File: config.mk
export PLATFORM = sky130hd
export DESIGN_NAME = seven_segment_decimal_display
export DESIGN_NICKNAME = d
export VERILOG_FILES = /design/src/hw/rtl/ssd_pkg.sv /design/src/hw/rtl/ssd_div10.sv /design/src/hw/rtl/seven_segment_decimal_display.sv
export SDC_FILE = /design/constraint.sdc
export NUM_CORES = 1
export LEC_CHECK = 0
export ABC_AREA = 0
export BUFFER_PORTS_ARGS = -buffer_cell sky130_fd_sc_hd__buf_2
export CORE_AREA = 3 3 89 91
export DETAILED_ROUTE_END_ITERATION = 6
export DIE_AREA = 0 0 92 94
export PLACE_DENSITY = 0.57
export REMOVE_ABC_BUFFERS = 1
export SLEW_MARGIN = 20
export SYNTH_ARGS = -nofsm -noshare
export SYNTH_HDL_FRONTEND = slang
export SYNTH_SLANG_ARGS = --single-unit
File: constraint.sdc
create_clock -name clk -period 3 [get_ports clk]
set_clock_uncertainty 0.15 [all_clocks]
set_input_delay 0.3 -clock clk [delete_from_list [all_inputs] [get_ports clk]]
set_output_delay 0.3 -clock clk [all_outputs]
set_load 0.005 [all_outputs]
File: src/hw/rtl/ssd_pkg.sv
// Shared constants, types and the segment decoder for the seven-segment display block.
package ssd_pkg;

  localparam int ValueW = 16;
  localparam int DigitW = 4;
  localparam int PosW   = 3;
  localparam int SegW   = 7;
  localparam int Radix  = 10;
  localparam int CntW   = $clog2(ValueW);

  localparam logic [PosW-1:0] FirstPos = PosW'(7);

  typedef struct packed {
    logic start;
    logic use_quot;
  } div_ctrl_t;

  function automatic logic [SegW-1:0] seg_decode(input logic [DigitW-1:0] digit);
    logic [SegW-1:0] seg;
    unique case (digit)
      4'd0:    seg = 7'h3F;
      4'd1:    seg = 7'h06;
      4'd2:    seg = 7'h5B;
      4'd3:    seg = 7'h4F;
      4'd4:    seg = 7'h66;
      4'd5:    seg = 7'h6D;
      4'd6:    seg = 7'h7D;
      4'd7:    seg = 7'h07;
      4'd8:    seg = 7'h7F;
      4'd9:    seg = 7'h6F;
      default: seg = 7'h00;
    endcase
    return seg;
  endfunction

endpackage

File: src/hw/rtl/ssd_div10.sv
// Bit-serial restoring divider by ten, one dividend bit per cycle.
module ssd_div10 (
  input  logic                             clk,
  input  logic                             rst_n,
  input  ssd_pkg::div_ctrl_t               ctrl,
  input  logic [ssd_pkg::ValueW-1:0]       dividend,
  output logic                             done,
  output logic [ssd_pkg::ValueW-1:0]       quot,
  output logic [ssd_pkg::DigitW-1:0]       rem
);

  localparam logic [ssd_pkg::CntW-1:0] LastCnt = ssd_pkg::CntW'(ssd_pkg::ValueW - 1);
  localparam logic [ssd_pkg::DigitW:0] RadixW  = (ssd_pkg::DigitW + 1)'(ssd_pkg::Radix);

  logic [ssd_pkg::ValueW-1:0] quot_r, quot_nxt;
  logic [ssd_pkg::DigitW-1:0] rem_r, rem_nxt;
  logic [ssd_pkg::CntW-1:0]   cnt_r, cnt_nxt;
  logic                       busy_r, busy_nxt;
  logic                       done_r, done_nxt;
  logic [ssd_pkg::DigitW:0]   trial;
  logic                       ge;
  logic [ssd_pkg::DigitW:0]   diff;

  assign trial = {rem_r, quot_r[ssd_pkg::ValueW-1]};
  assign ge    = (trial >= RadixW);
  assign diff  = trial - RadixW;

  always_comb begin
    quot_nxt = quot_r;
    rem_nxt  = rem_r;
    cnt_nxt  = cnt_r;
    busy_nxt = busy_r;
    done_nxt = 1'b0;
    if (ctrl.start) begin
      quot_nxt = ctrl.use_quot ? quot_r : dividend;
      rem_nxt  = '0;
      cnt_nxt  = '0;
      busy_nxt = 1'b1;
    end else if (busy_r) begin
      quot_nxt = {quot_r[ssd_pkg::ValueW-2:0], ge};
      rem_nxt  = ge ? diff[ssd_pkg::DigitW-1:0] : trial[ssd_pkg::DigitW-1:0];
      cnt_nxt  = cnt_r + 1'b1;
      busy_nxt = (cnt_r != LastCnt);
      done_nxt = (cnt_r == LastCnt);
    end
  end

  always_ff @(posedge clk) begin
    if (!rst_n) begin
      busy_r <= 1'b0;
      done_r <= 1'b0;
      cnt_r  <= '0;
    end else begin
      busy_r <= busy_nxt;
      done_r <= done_nxt;
      cnt_r  <= cnt_nxt;
    end
  end

  always_ff @(posedge clk) begin
    quot_r <= quot_nxt;
    rem_r  <= rem_nxt;
  end

  assign done = done_r;
  assign quot = quot_r;
  assign rem  = rem_r;

endmodule

File: src/hw/rtl/seven_segment_decimal_display.sv
// Top level of the multiplexed seven-segment decimal display digit generator.
// A load transfer yields no result.
// A refresh yields one digit per bit-serial divide by ten (16 steps) plus capture, up to
// five digits; each divide starts at the refresh transfer or at the previous result transfer.
// One item is in work at a time; in_ready is low until the last digit is taken.
// Synchronous active-low reset clears the held value to zero and returns to idle.
module seven_segment_decimal_display (
  input  logic                          clk,
  input  logic                          rst_n,
  input  logic                          in_valid,
  output logic                          in_ready,
  input  logic                          in_operation,
  input  logic [ssd_pkg::ValueW-1:0]    in_value,
  output logic                          out_valid,
  input  logic                          out_ready,
  output logic [ssd_pkg::PosW-1:0]      out_position,
  output logic [ssd_pkg::SegW-1:0]      out_segments,
  output logic                          out_last
);

  localparam logic [1:0] ST_IDLE = 2'd0;
  localparam logic [1:0] ST_DIV  = 2'd1;
  localparam logic [1:0] ST_OUT  = 2'd2;

  logic [1:0]                  state_r, state_nxt;
  logic [ssd_pkg::ValueW-1:0]  shown_r, shown_nxt;
  logic [ssd_pkg::PosW-1:0]    pos_r, pos_nxt;
  logic [ssd_pkg::SegW-1:0]    seg_r, seg_nxt;
  logic                        last_r, last_nxt;
  logic                        in_xfer;
  logic                        out_xfer;
  ssd_pkg::div_ctrl_t          div_ctrl;
  logic                        div_done;
  logic [ssd_pkg::ValueW-1:0]  div_quot;
  logic [ssd_pkg::DigitW-1:0]  div_rem;

  assign in_ready  = (state_r == ST_IDLE);
  assign out_valid = (state_r == ST_OUT);
  assign in_xfer   = in_valid && in_ready;
  assign out_xfer  = out_valid && out_ready;

  assign div_ctrl.start    = (in_xfer && in_operation) || (out_xfer && !last_r);
  assign div_ctrl.use_quot = (state_r == ST_OUT);

  ssd_div10 u_div (
    .clk      (clk),
    .rst_n    (rst_n),
    .ctrl     (div_ctrl),
    .dividend (shown_r),
    .done     (div_done),
    .quot     (div_quot),
    .rem      (div_rem)
  );

  always_comb begin
    state_nxt = state_r;
    shown_nxt = shown_r;
    pos_nxt   = pos_r;
    seg_nxt   = seg_r;
    last_nxt  = last_r;
    unique case (state_r)
      ST_IDLE: begin
        if (in_xfer) begin
          if (in_operation) begin
            pos_nxt   = ssd_pkg::FirstPos;
            state_nxt = ST_DIV;
          end else begin
            shown_nxt = in_value;
          end
        end
      end
      ST_DIV: begin
        if (div_done) begin
          seg_nxt   = ssd_pkg::seg_decode(div_rem);
          last_nxt  = (div_quot == '0);
          state_nxt = ST_OUT;
        end
      end
      ST_OUT: begin
        if (out_xfer) begin
          if (last_r) begin
            state_nxt = ST_IDLE;
          end else begin
            pos_nxt   = pos_r - 1'b1;
            state_nxt = ST_DIV;
          end
        end
      end
      default: state_nxt = ST_IDLE;
    endcase
  end

  always_ff @(posedge clk) begin
    if (!rst_n) begin
      state_r <= ST_IDLE;
      shown_r <= '0;
    end else begin
      state_r <= state_nxt;
      shown_r <= shown_nxt;
    end
  end

  always_ff @(posedge clk) begin
    pos_r  <= pos_nxt;
    seg_r  <= seg_nxt;
    last_r <= last_nxt;
  end

  assign out_position = pos_r;
  assign out_segments = seg_r;
  assign out_last     = last_r;

  a_no_overlap: assert property (@(posedge clk) disable iff (!rst_n)
    !(in_ready && out_valid))
    else $error("Input and result channels are both open.");

  a_done_in_div: assert property (@(posedge clk) disable iff (!rst_n)
    div_done |-> (state_r == ST_DIV))
    else $error("Divider finished outside of the divide state.");

  a_last_frees_input: assert property (@(posedge clk) disable iff (!rst_n)
    (out_xfer && out_last) |=> in_ready)
    else $error("Input not ready after the final digit transfer.");

  a_pos_range: assert property (@(posedge clk) disable iff (!rst_n)
    out_valid |-> (out_position >= ssd_pkg::PosW'(3)))
    else $error("Digit position beyond the fifth digit.");

  a_next_digit_divides: assert property (@(posedge clk) disable iff (!rst_n)
    (out_xfer && !out_last) |=> (state_r == ST_DIV))
    else $error("No divide started for the next digit.");

endmodule

==> metrics.md, run 1 <==
| Metric | Value |
|---|---|
| Synth cell types | `41` |
| I/O Buffers | `33` |
| Grt total ovfl | `0` |
| Synthesized area | `0.00247 mm^2` |
| Min Hold Slack | `67.2 ps` |
| Clk buf depth | `2` |
| Effective utilization at floorplan | `34.3%` |
| Area growth, synth to finish | `14.3%` |
| H-tree depth | `2` |
| Worst Setup End Kind | `register` |
| Setup WS post-layout | `876 ps` |
| First-pass GRT wire length | `7.42 mm` |
| Antenna violations before repair | `0` |
| Ports | `34` |
| Gpl congestion | `0.793` |
| Number of flops mapped to enable cells by yosys | `27` |
| Root buffer cell | `clkbuf_8` |
| Post-cts sizing count | `0` |
| Die height | `94 um` |
| Final Max Tran Viols | `0` |
| RSZ-0062 raised after global routing | `false` |
| DR pass1 iterations | `4` |
| Final Cycle Share | `70.8%` |
| Most common cell after layout, fill and taps aside | `nand2_1` |
| Global Route Usage Sum | `10.6%` |
| Largest net degree at the start of global routing | `25` |
| Area contributors post-synth | `edfxtp_1 33%, dfxtp_1 23%, mux2_2 7.3%, nand2_1 5.9%, ha_1 4.1%` |
| Critical path type | `reg2reg` |
| DR WL/cell | `12.4 um` |
| Final setup fails | `0` |
| Dpl ws | `873 ps` |
| CP endpoint | `u_div.quot[0]$_DFFE_PP_` |
| Total CTS buffers | `5` |
| Vias/cell | `4.64` |
| Nets | `277` |
| Total Wirelength | `4.31 mm` |
| Final Core Density | `39.1%` |
| R2R cell count | `5` |
| Reg2reg end | `u_div.quot[0]$_DFFE_PP_` |
| Share of cells above drive strength 1 | `25.3%` |
| R2R Setup Slk | `880 ps` |
| CTS tree | `done` |
| Vias after detailed routing | `1614` |
| Outcome | `finished, final reports clean` |
| Ant diodes | `0` |
| Syn_area_per_cell | `11.4 um^2` |
| Die area | `0.00865 mm^2` |
| P per Cell Area | `569 mW/mm^2` |
| FF+latch count, synth | `55` |
| Worst Tran Pin Value | `837 ps` |
| Placed cells | `340` |
| # DRC | `0` |
| Synth async-reset ratio | `0%` |
| Core Area | `0.00721 mm^2` |
| Synth Warn # | `0` |
| Sink Count | `55` |
| Largest area contributor in the netlist | `edfxtp_1` |
| CP Data Arrival Time | `1970 ps` |
| Critical-path maximum fanout | `16` |
| Seq/Total Area, Yosys | `55.5%` |
| Yosys top cell area share | `32.8%` |
| Die Width | `92 um` |
| Synth Flop Type | `dfxtp_1` |
| Worst Path Required | `2850 ps` |
| FMAX | `471 MHz` |
| Startpoint Class | `register` |
| FF-to-FF Start | `state_r[1]$_SDFFE_PN0P_` |
| Worst setup path startpoint | `state_r[1]$_SDFFE_PN0P_` |
| VDD IR-drop max | `0.000202 V` |
| Site row count | `31` |
| Final non-filler cell total | `348` |
| Cts hold-fix bufs | `0` |
| Final Power | `1610 uW` |
| Slew margin rel. | `43.9%` |
| Maxcap violations | `0` |
| Synthesized instance count | `216` |
| Worst hold path class | `in2reg` |
| Number of setup buffers added after CTS | `0` |
| Static leakage | `0.00104 uW` |
| Final min period | `2120 ps` |
| DP HPWL | `3.03 mm` |
| Final Hold Violating Endpoints | `0` |
| Vias in the first global route | `1508` |
| Most frequent cells in the layout | `39 x nand2_1, 33 x buf_2, 28 x dfxtp_1` |
| Initial drt markers | `60` |
| Antenna Nets Post-Route | `0` |
| Clk slew on worst S/H paths | `110 ps` |
| Clk Latency, worst-skew pair | `300 ps` |
==> metal layers <==
layer | part of all wire, % | global-route usage, % | vias up
li1 | - | - | 836
met1 | 51 | 14.7 | 747
met2 | 45 | 16.5 | 27
met3 | 3.2 | 2.32 | 4
met4 | 1.0 | 3.34 | 0
met5 | 0 | 0 | -
==> stage by stage <==
stage,area [um^2],setup TNS [ps]
after floorplan,2410,-7330
after global placement,2720,0
after detailed placement,2720,0
after CTS,2820,0
after global routing,2820,0
final,2820,0
==> cell families after synthesis <==
family / count (synthesis) / synth area share, %
AND/OR/NAND/NOR: 70 / 15.0
flip-flops: 55 / 55.5
AO/OA/AOI/OAI: 40 / 11.3
buffers and inverters: 19 / 3.85
multiplexers: 19 / 8.51
adder cells (fa/ha/maj): 8 / 4.05
XOR/XNOR: 5 / 1.77
==> synth_stat cells, types with 5 or more instances <==
master / instances
nand2_1: 39
dfxtp_1: 28
inv_1: 8
a21boi_1: 10
a21boi_0: 6
edfxtp_1: 27
ha_1: 8
nor3b_1: 5
a21oi_1: 5
o21ai_0: 5
mux2_2: 16
==> worst min-delay path by stage <==
stage	cells after the start	slack (ps)	to	from
floorplan	1	270	u_div.busy_r$_SDFF_PN0_	rst_n
global placement	2	300	shown_r[7]$_SDFFE_PN0P_	shown_r[7]$_SDFFE_PN0P_
detailed placement	2	300	shown_r[7]$_SDFFE_PN0P_	shown_r[7]$_SDFFE_PN0P_
CTS	3	60	shown_r[7]$_SDFFE_PN0P_	in_value[7]
global route	3	60	shown_r[7]$_SDFFE_PN0P_	in_value[7]
finish	3	70	shown_r[4]$_SDFFE_PN0P_	in_value[4]
==> layout make-up <==
type                            instances  area (um^2)
Clock buffer                            6         82.6
Clock inverter                          2         20.0
Fill cell                             729         4390
Inverter                                8         30.0
Multi-Input combinational cell        142         1010
Sequential cell                        55         1370
Tap cell                               99          124
Timing Repair Buffer                   36          188
==> state kept, by name (all words and copies together), names as in the netlist <==
signal        flops
out_last          1
u_div.cnt_r       4
u_div.done        1
out_segments      7
out_position      3
state_r           2
shown_r          16
u_div.rem         4
u_div.busy_r      1
u_div.quot       16
==> power by group <==
group / switching (uW) / internal [uW]
Sequential: 59.3 / 858
Clock: 245 / 195
Combinational: 125 / 124
==> worst max-delay path: stages (launching register included) <==
cell and delay (ps):
dfxtp_1 480, nand3b_1 130, a21oi_2 400, buf_4 240
a2bb2oi_1 160, buf_4 260
(Power assumes the default switching activity.)
==> run 2: changes to the inputs <==
- ABC_AREA: 0 -> 1
- CORE_AREA: 3 3 89 91 -> 3 3 90 92
- DIE_AREA: 0 0 92 94 -> 0 0 93 95
- clock period: 3 -> 2.15 ns (I/O delays scaled with it)
==> metrics.md, run 2 <==
| Metric | Value |
|---|---|
| Setup WS post-layout | `442 ps` |
| Final Power | `2260 uW` |
| Final Max Tran Viols | `0` |
| Seq/Total Area, Yosys | `53.8%` |
| Slowest stage delay, CP | `380 ps` |
| Clk slew on worst S/H paths | `90 ps` |
| Startpoint Class | `register` |
| Synth cell types | `33` |
| Worst Path Required | `2070 ps` |
| DR WL/cell | `11.3 um` |
| Final setup fails | `0` |
| Ant diodes | `0` |
| H-tree depth | `2` |
| Root buffer cell | `clkbuf_8` |
| Grt total ovfl | `0` |
| Vias/cell | `4.48` |
| Ports | `34` |
| Area growth, synth to finish | `18.3%` |
| Number of flops mapped to enable cells by yosys | `27` |
| Die Width | `93 um` |
| Dominant cell by count in the synthesized netlist | `nand2_1` |
| DP HPWL | `3.42 mm` |
| Gpl congestion | `0.799` |
| Outcome | `finished, final reports clean` |
| Sink Count | `55` |
| Largest net degree at the start of global routing | `23` |
| Critical path type | `reg2reg` |
| Static leakage | `0.00133 uW` |
| Layout fillers | `777` |
| Synthesized instance count | `280` |
| CP top delay family | `flip-flops` |
| Synth Flop Type | `dfxtp_1` |
| Die area | `0.00884 mm^2` |
| Post-route cell area | `0.00301 mm^2` |
| Final min period | `1710 ps` |
| Syn_area_per_cell | `9.10 um^2` |
| Nets | `357` |
| Die height | `95 um` |
| Final Hold Violating Endpoints | `0` |
| DR pass1 iterations | `4` |
| CP Data Arrival Time | `1630 ps` |
| Core Area | `0.00729 mm^2` |
| # DRC | `0` |
| RSZ-0062 raised after global routing | `false` |
| Maxcap violations | `0` |
| Vias in the first global route | `1836` |
| Worst Tran Pin Value | `363 ps` |
| Most frequent cells in the layout | `67 x nand2_1, 34 x nor2_1, 33 x buf_2` |
| Effective utilization at floorplan | `34.9%` |
| FMAX | `586 MHz` |
| Antenna violations before repair | `0` |
| Worst hold path class | `in2reg` |
| Final Cycle Share | `79.4%` |
| Most common cell after layout, fill and taps aside | `nand2_1` |
| Setup TNS | `0 ps` |
| Placed Area | `0.00277 mm^2` |
| Total Wirelength | `4.82 mm` |
| CP Buf/Inv Count | `2` |
| Clk buf depth | `2` |
| Initial drt markers | `71` |
| Worst Setup End Kind | `register` |
| Largest area contributor in the netlist | `edfxtp_1` |
| Dpl ws | `458 ps` |
| VDD IR-drop max | `0.000315 V` |
| Post-synth top cells | `67 x nand2_1, 34 x nor2_1, 28 x dfxtp_1, 27 x edfxtp_1, 25 x nand3_1` |
| Synth async-reset ratio | `0%` |
| Total CTS buffers | `5` |
| Post-cts sizing count | `0` |
| Crit-path cells | `inv_1 > ha_1 > inv_1 > a21oi_1 > nand2_1 > nand3_1 > nand2_1` |
| Antenna Nets Post-Route | `0` |
| I/O Buffers | `33` |
| Global Route Usage Sum | `11.9%` |
| Clk Latency, worst-skew pair | `310 ps` |
| Share of cells above drive strength 1 | `20.4%` |
| Critical-path maximum fanout | `6` |
| First-pass GRT wire length | `8.42 mm` |
| CTS tree | `done` |
| Synth Warn # | `0` |
| FF+latch count, synth | `55` |
| Site row count | `31` |
| Area contributors post-synth | `edfxtp_1 32%, dfxtp_1 22%, nand2_1 9.9%, nor2_1 5.0%, nand3_1 4.9%` |
| Vias after detailed routing | `1919` |
| Synthesized area | `0.00255 mm^2` |
| Max stage delay cell, worst path | `dfxtp_1` |
| P per Cell Area | `750 mW/mm^2` |
| Slew margin rel. | `75.8%` |
| Yosys top cell area share | `31.8%` |
run 2: per-layer routing:
layer	share of wire (%)	vias up	global-route usage, %
li1	-	1015	-
met4	1.5	0	3.66
met3	4.9	6	3.43
met1	49	857	15.8
met2	45	41	19.0
met5	0	-	0
run 2: layout make-up:
cell class	count	area, um^2	share of cell area (%)
multi-input combinational	195	1000	33.2
clock inverter	3	23.8	0.789
timing repair buffer	53	353	11.7
sequential	55	1370	45.5
clock buffer	5	68.8	2.28
tap	99	124	4.11
inverter	18	72.6	2.41
run 2: path summary, 6_finish.rpt:
kind                                    start                     endpoint  slack, ps  cells past startpoint
setup / recovery    u_div.rem[1]$_SDFFE_PP0P_      u_div.quot[0]$_DFFE_PP_        440                      7
hold / removal                    in_value[2]      shown_r[2]$_SDFFE_PN0P_          9                      3
setup reg to reg    u_div.rem[1]$_SDFFE_PP0P_      u_div.quot[0]$_DFFE_PP_        440                      7
hold reg to reg   u_div.cnt_r[1]$_SDFFE_PP0P_  u_div.cnt_r[1]$_SDFFE_PP0P_        340                      2
run 2: timing repair:
item / CTS / global route
buffers inserted: 0 / 0
endpoints found under the setup margin: 0 / 0
endpoints found under the hold margin: 15 / 0
hold buffers: 15 / 0
run 2: worst reg2reg max path, stage by stage, from the launching register on:
cell and delay (ps):
dfxtp_1 380, inv_1 170, ha_1 220, inv_1 60, a21oi_1 180, nand2_1 160, nand3_1 100, nand2_1 50
run 2: through the flow:
step	hold WS [ps]	utilization (%)	instances
global placement	287	38.0	405
detailed placement	292	38.0	405
floorplan	163	-	268
global route	1.99	41.3	428
CTS	0.730	41.3	428
finish	9.31	41.3	428
run 2: where the power goes:
part           internal, uW  leakage [uW]  switching (uW)
Sequential             1210      0.000477            62.4
Clock                   236     0.0000461             347
Combinational           163      0.000804             244
Total                  1610       0.00133             653
run 2: cells by family (layout without fill, tap and decap cells):
logic type | count (synthesis) | in the layout | share of synthesized area, %
xor gates and xnor gates | 3 | 3 | 1.03
DFF | 55 | 55 | 53.8
adders and majority gates | 8 | 8 | 3.93
and+or+nand+nor | 153 | 153 | 28.0
AOI/OAI and AO/OA | 31 | 31 | 6.29
buffers and inverters | 30 | 79 | 6.93
==> run 3: changes to the inputs <==
- ABC_AREA: 1 -> 0
- CORE_AREA: 3 3 90 92 -> 3 3 89 91
- DIE_AREA: 0 0 93 95 -> 0 0 92 94
- clock period: 2.15 -> 1.77 ns (I/O delays scaled with it)
==> metrics.md, run 3 (synthesis results as in run 1) <==
| Metric | Value |
|---|---|
| Outcome | `finished, final reports clean` |
| Crit-path cells | `nand3b_1 > a21oi_4 > buf_12 > mux2_2` |
| Final Hold Violating Endpoints | `0` |
| Gpl congestion | `0.768` |
| Sink Count | `55` |
| Vias after detailed routing | `1763` |
| Sw Share | `26.8%` |
| Dpl ws | `26.0 ps` |
| H-tree depth | `2` |
| First-pass GRT wire length | `8.54 mm` |
| Storage element area | `0.00137 mm^2` |
| Flop pwr share | `54.1%` |
| Final non-filler cell total | `384` |
| Grt total ovfl | `0` |
| Worst Tran Pin Value | `432 ps` |
| Setup WS post-layout | `46.5 ps` |
| Min Hold Slack | `61.2 ps` |
| Hold Path End | `state_r[1]$_SDFFE_PN0P_` |
| Site row count | `31` |
| CTS tree | `done` |
| Antenna Nets Post-Route | `0` |
| Initial drt markers | `112` |
| NetSw | `751 uW` |
| FF-to-FF Start | `out_last$_DFFE_PP_` |
| Ant diodes | `0` |
| FMAX | `580 MHz` |
| HP Start | `out_ready` |
| Largest net degree at the start of global routing | `25` |
| Layout fillers | `718` |
| Total Wirelength | `4.88 mm` |
| Final Core Density | `43.6%` |
| Max stage delay cell, worst path | `edfxtp_1` |
| Final Max Tran Viols | `0` |
| Ports | `34` |
| Maxcap violations | `0` |
| Slew margin rel. | `71.2%` |
| Final setup fails | `0` |
| Antenna violations before repair | `0` |
| Placed cells | `360` |
| Area growth, synth to finish | `27.2%` |
| Die Width | `92 um` |
| Clk Latency, worst-skew pair | `300 ps` |
| I/O Buffers | `33` |
| Number of setup buffers added after CTS | `0` |
| CP Data Arrival Time | `1640 ps` |
| Clk buf depth | `2` |
| DR pass1 iterations | `4` |
| Critical path type | `reg2reg` |
| Total CTS buffers | `5` |
| Static leakage | `0.00121 uW` |
| Comb pwr share | `21.5%` |
| Most frequent cells in the layout | `39 x nand2_1, 33 x buf_2, 28 x dfxtp_1` |
| # DRC | `0` |
| Vias/cell | `4.59` |
| Die height | `94 um` |
| Reg2reg end | `u_div.quot[2]$_DFFE_PP_` |
| DP HPWL | `3.45 mm` |
| Nets | `313` |
| R2R Setup Slk | `50 ps` |
| Clock share of power | `24.4%` |
| Hold Crit Depth | `3` |
| Worst hold path class | `in2reg` |
| Share of cells above drive strength 1 | `29.1%` |
| Global Route Usage Sum | `12.2%` |
| Startpoint Class | `register` |
| P per Cell Area | `890 mW/mm^2` |
| Cell-internal power | `2050 uW` |
| Slowest stage delay, CP | `390 ps` |
| Effective utilization at floorplan | `34.3%` |
| Most common cell after layout, fill and taps aside | `nand2_1` |
| Critical-path maximum fanout | `16` |
| Root buffer cell | `clkbuf_8` |
| DR WL/cell | `12.7 um` |
| Clk slew on worst S/H paths | `100 ps` |
| Footprint of the multi-input gates | `0.00102 mm^2` |
| R2R cell count | `4` |
| Vias in the first global route | `1821` |
| VDD IR-drop max | `0.000300 V` |
| Core Area | `0.00721 mm^2` |
| Final Cycle Share | `97.4%` |
| Worst Setup End Kind | `register` |
| Die area | `0.00865 mm^2` |
| Final min period | `1720 ps` |
| Worst Path Required | `1690 ps` |
| RSZ-0062 raised after global routing | `false` |
==> run 3: cell count changes in the layout (fill, tap and decap cells not counted), sizes merged, moves of 4 or more <==
cell	before	now
mux2	0	16
nor2	48	4
o21ai	22	5
nor3b	0	5
nand2	70	39
buf	38	56
a21boi	1	16
nand3	27	1
nor2b	0	4
inv	18	8
o22ai	0	4
==> run 3: how the worst max path moves through the flow <==
stage	cells after the start	startpoint	end
floorplan	3	out_last$_DFFE_PP_	u_div.quot[0]$_DFFE_PP_
global placement	4	out_last$_DFFE_PP_	u_div.quot[9]$_DFFE_PP_
detailed placement	4	out_last$_DFFE_PP_	u_div.quot[3]$_DFFE_PP_
CTS	4	out_last$_DFFE_PP_	u_div.quot[2]$_DFFE_PP_
global route	4	out_last$_DFFE_PP_	u_div.quot[8]$_DFFE_PP_
finish	4	out_last$_DFFE_PP_	u_div.quot[2]$_DFFE_PP_
==> run 3: power groups by stage <==
stage	logic [uW]	clock network, uW	registers, uW
after global placement	555	0	1540
final	600	683	1520
after detailed placement	566	0	1540
after global routing	678	756	1530
after floorplan	321	0	1550
after CTS	597	710	1510
==> run 3: layout make-up <==
class,count,area share (%)
clock buffers,6,2.31
multi-input cells,142,32.5
flip-flops and latches,55,43.6
inverters,8,0.955
clock inverters,2,0.438
well taps,99,3.94
repair buffers,72,16.2
==> run 3: worst max-delay path, delay by kind of cell, from the launching register on <==
kind            cells  cell delay [ps]
mux                 1              350
simple gates        1              210
buf+inv             1              180
flops               1              390
compound gates      1              210
==> run 3: metrics by stage <==
step / setup TNS (ps) / cell area, um^2 / power (uW)
final: 0 / 3140 / 2800
after global routing: 0 / 3140 / 2960
after CTS: 0 / 3130 / 2820
after detailed placement: 0 / 2880 / 2110
after global placement: 0 / 2880 / 2100
after floorplan: -52580 / 2410 / 1870
==> run 3: per-layer routing <==
layer / track usage [%] / vias up / part of all wire, %
met4: 4.46 / 0 / 1.3
met5: 0 / - / 0
met3: 2.64 / 5 / 3.3
li1: - / 905 / -
met1: 15.5 / 822 / 48
met2: 20.4 / 31 / 47
==> run 3: timing repair <==
| item | CTS | global route |
|---|---|---|
| gates resized for setup | 0 | 2 |
| hold endpoints to repair | 16 | 0 |
| setup endpoints to repair | 0 | 33 |
| hold buffers | 16 | 0 |
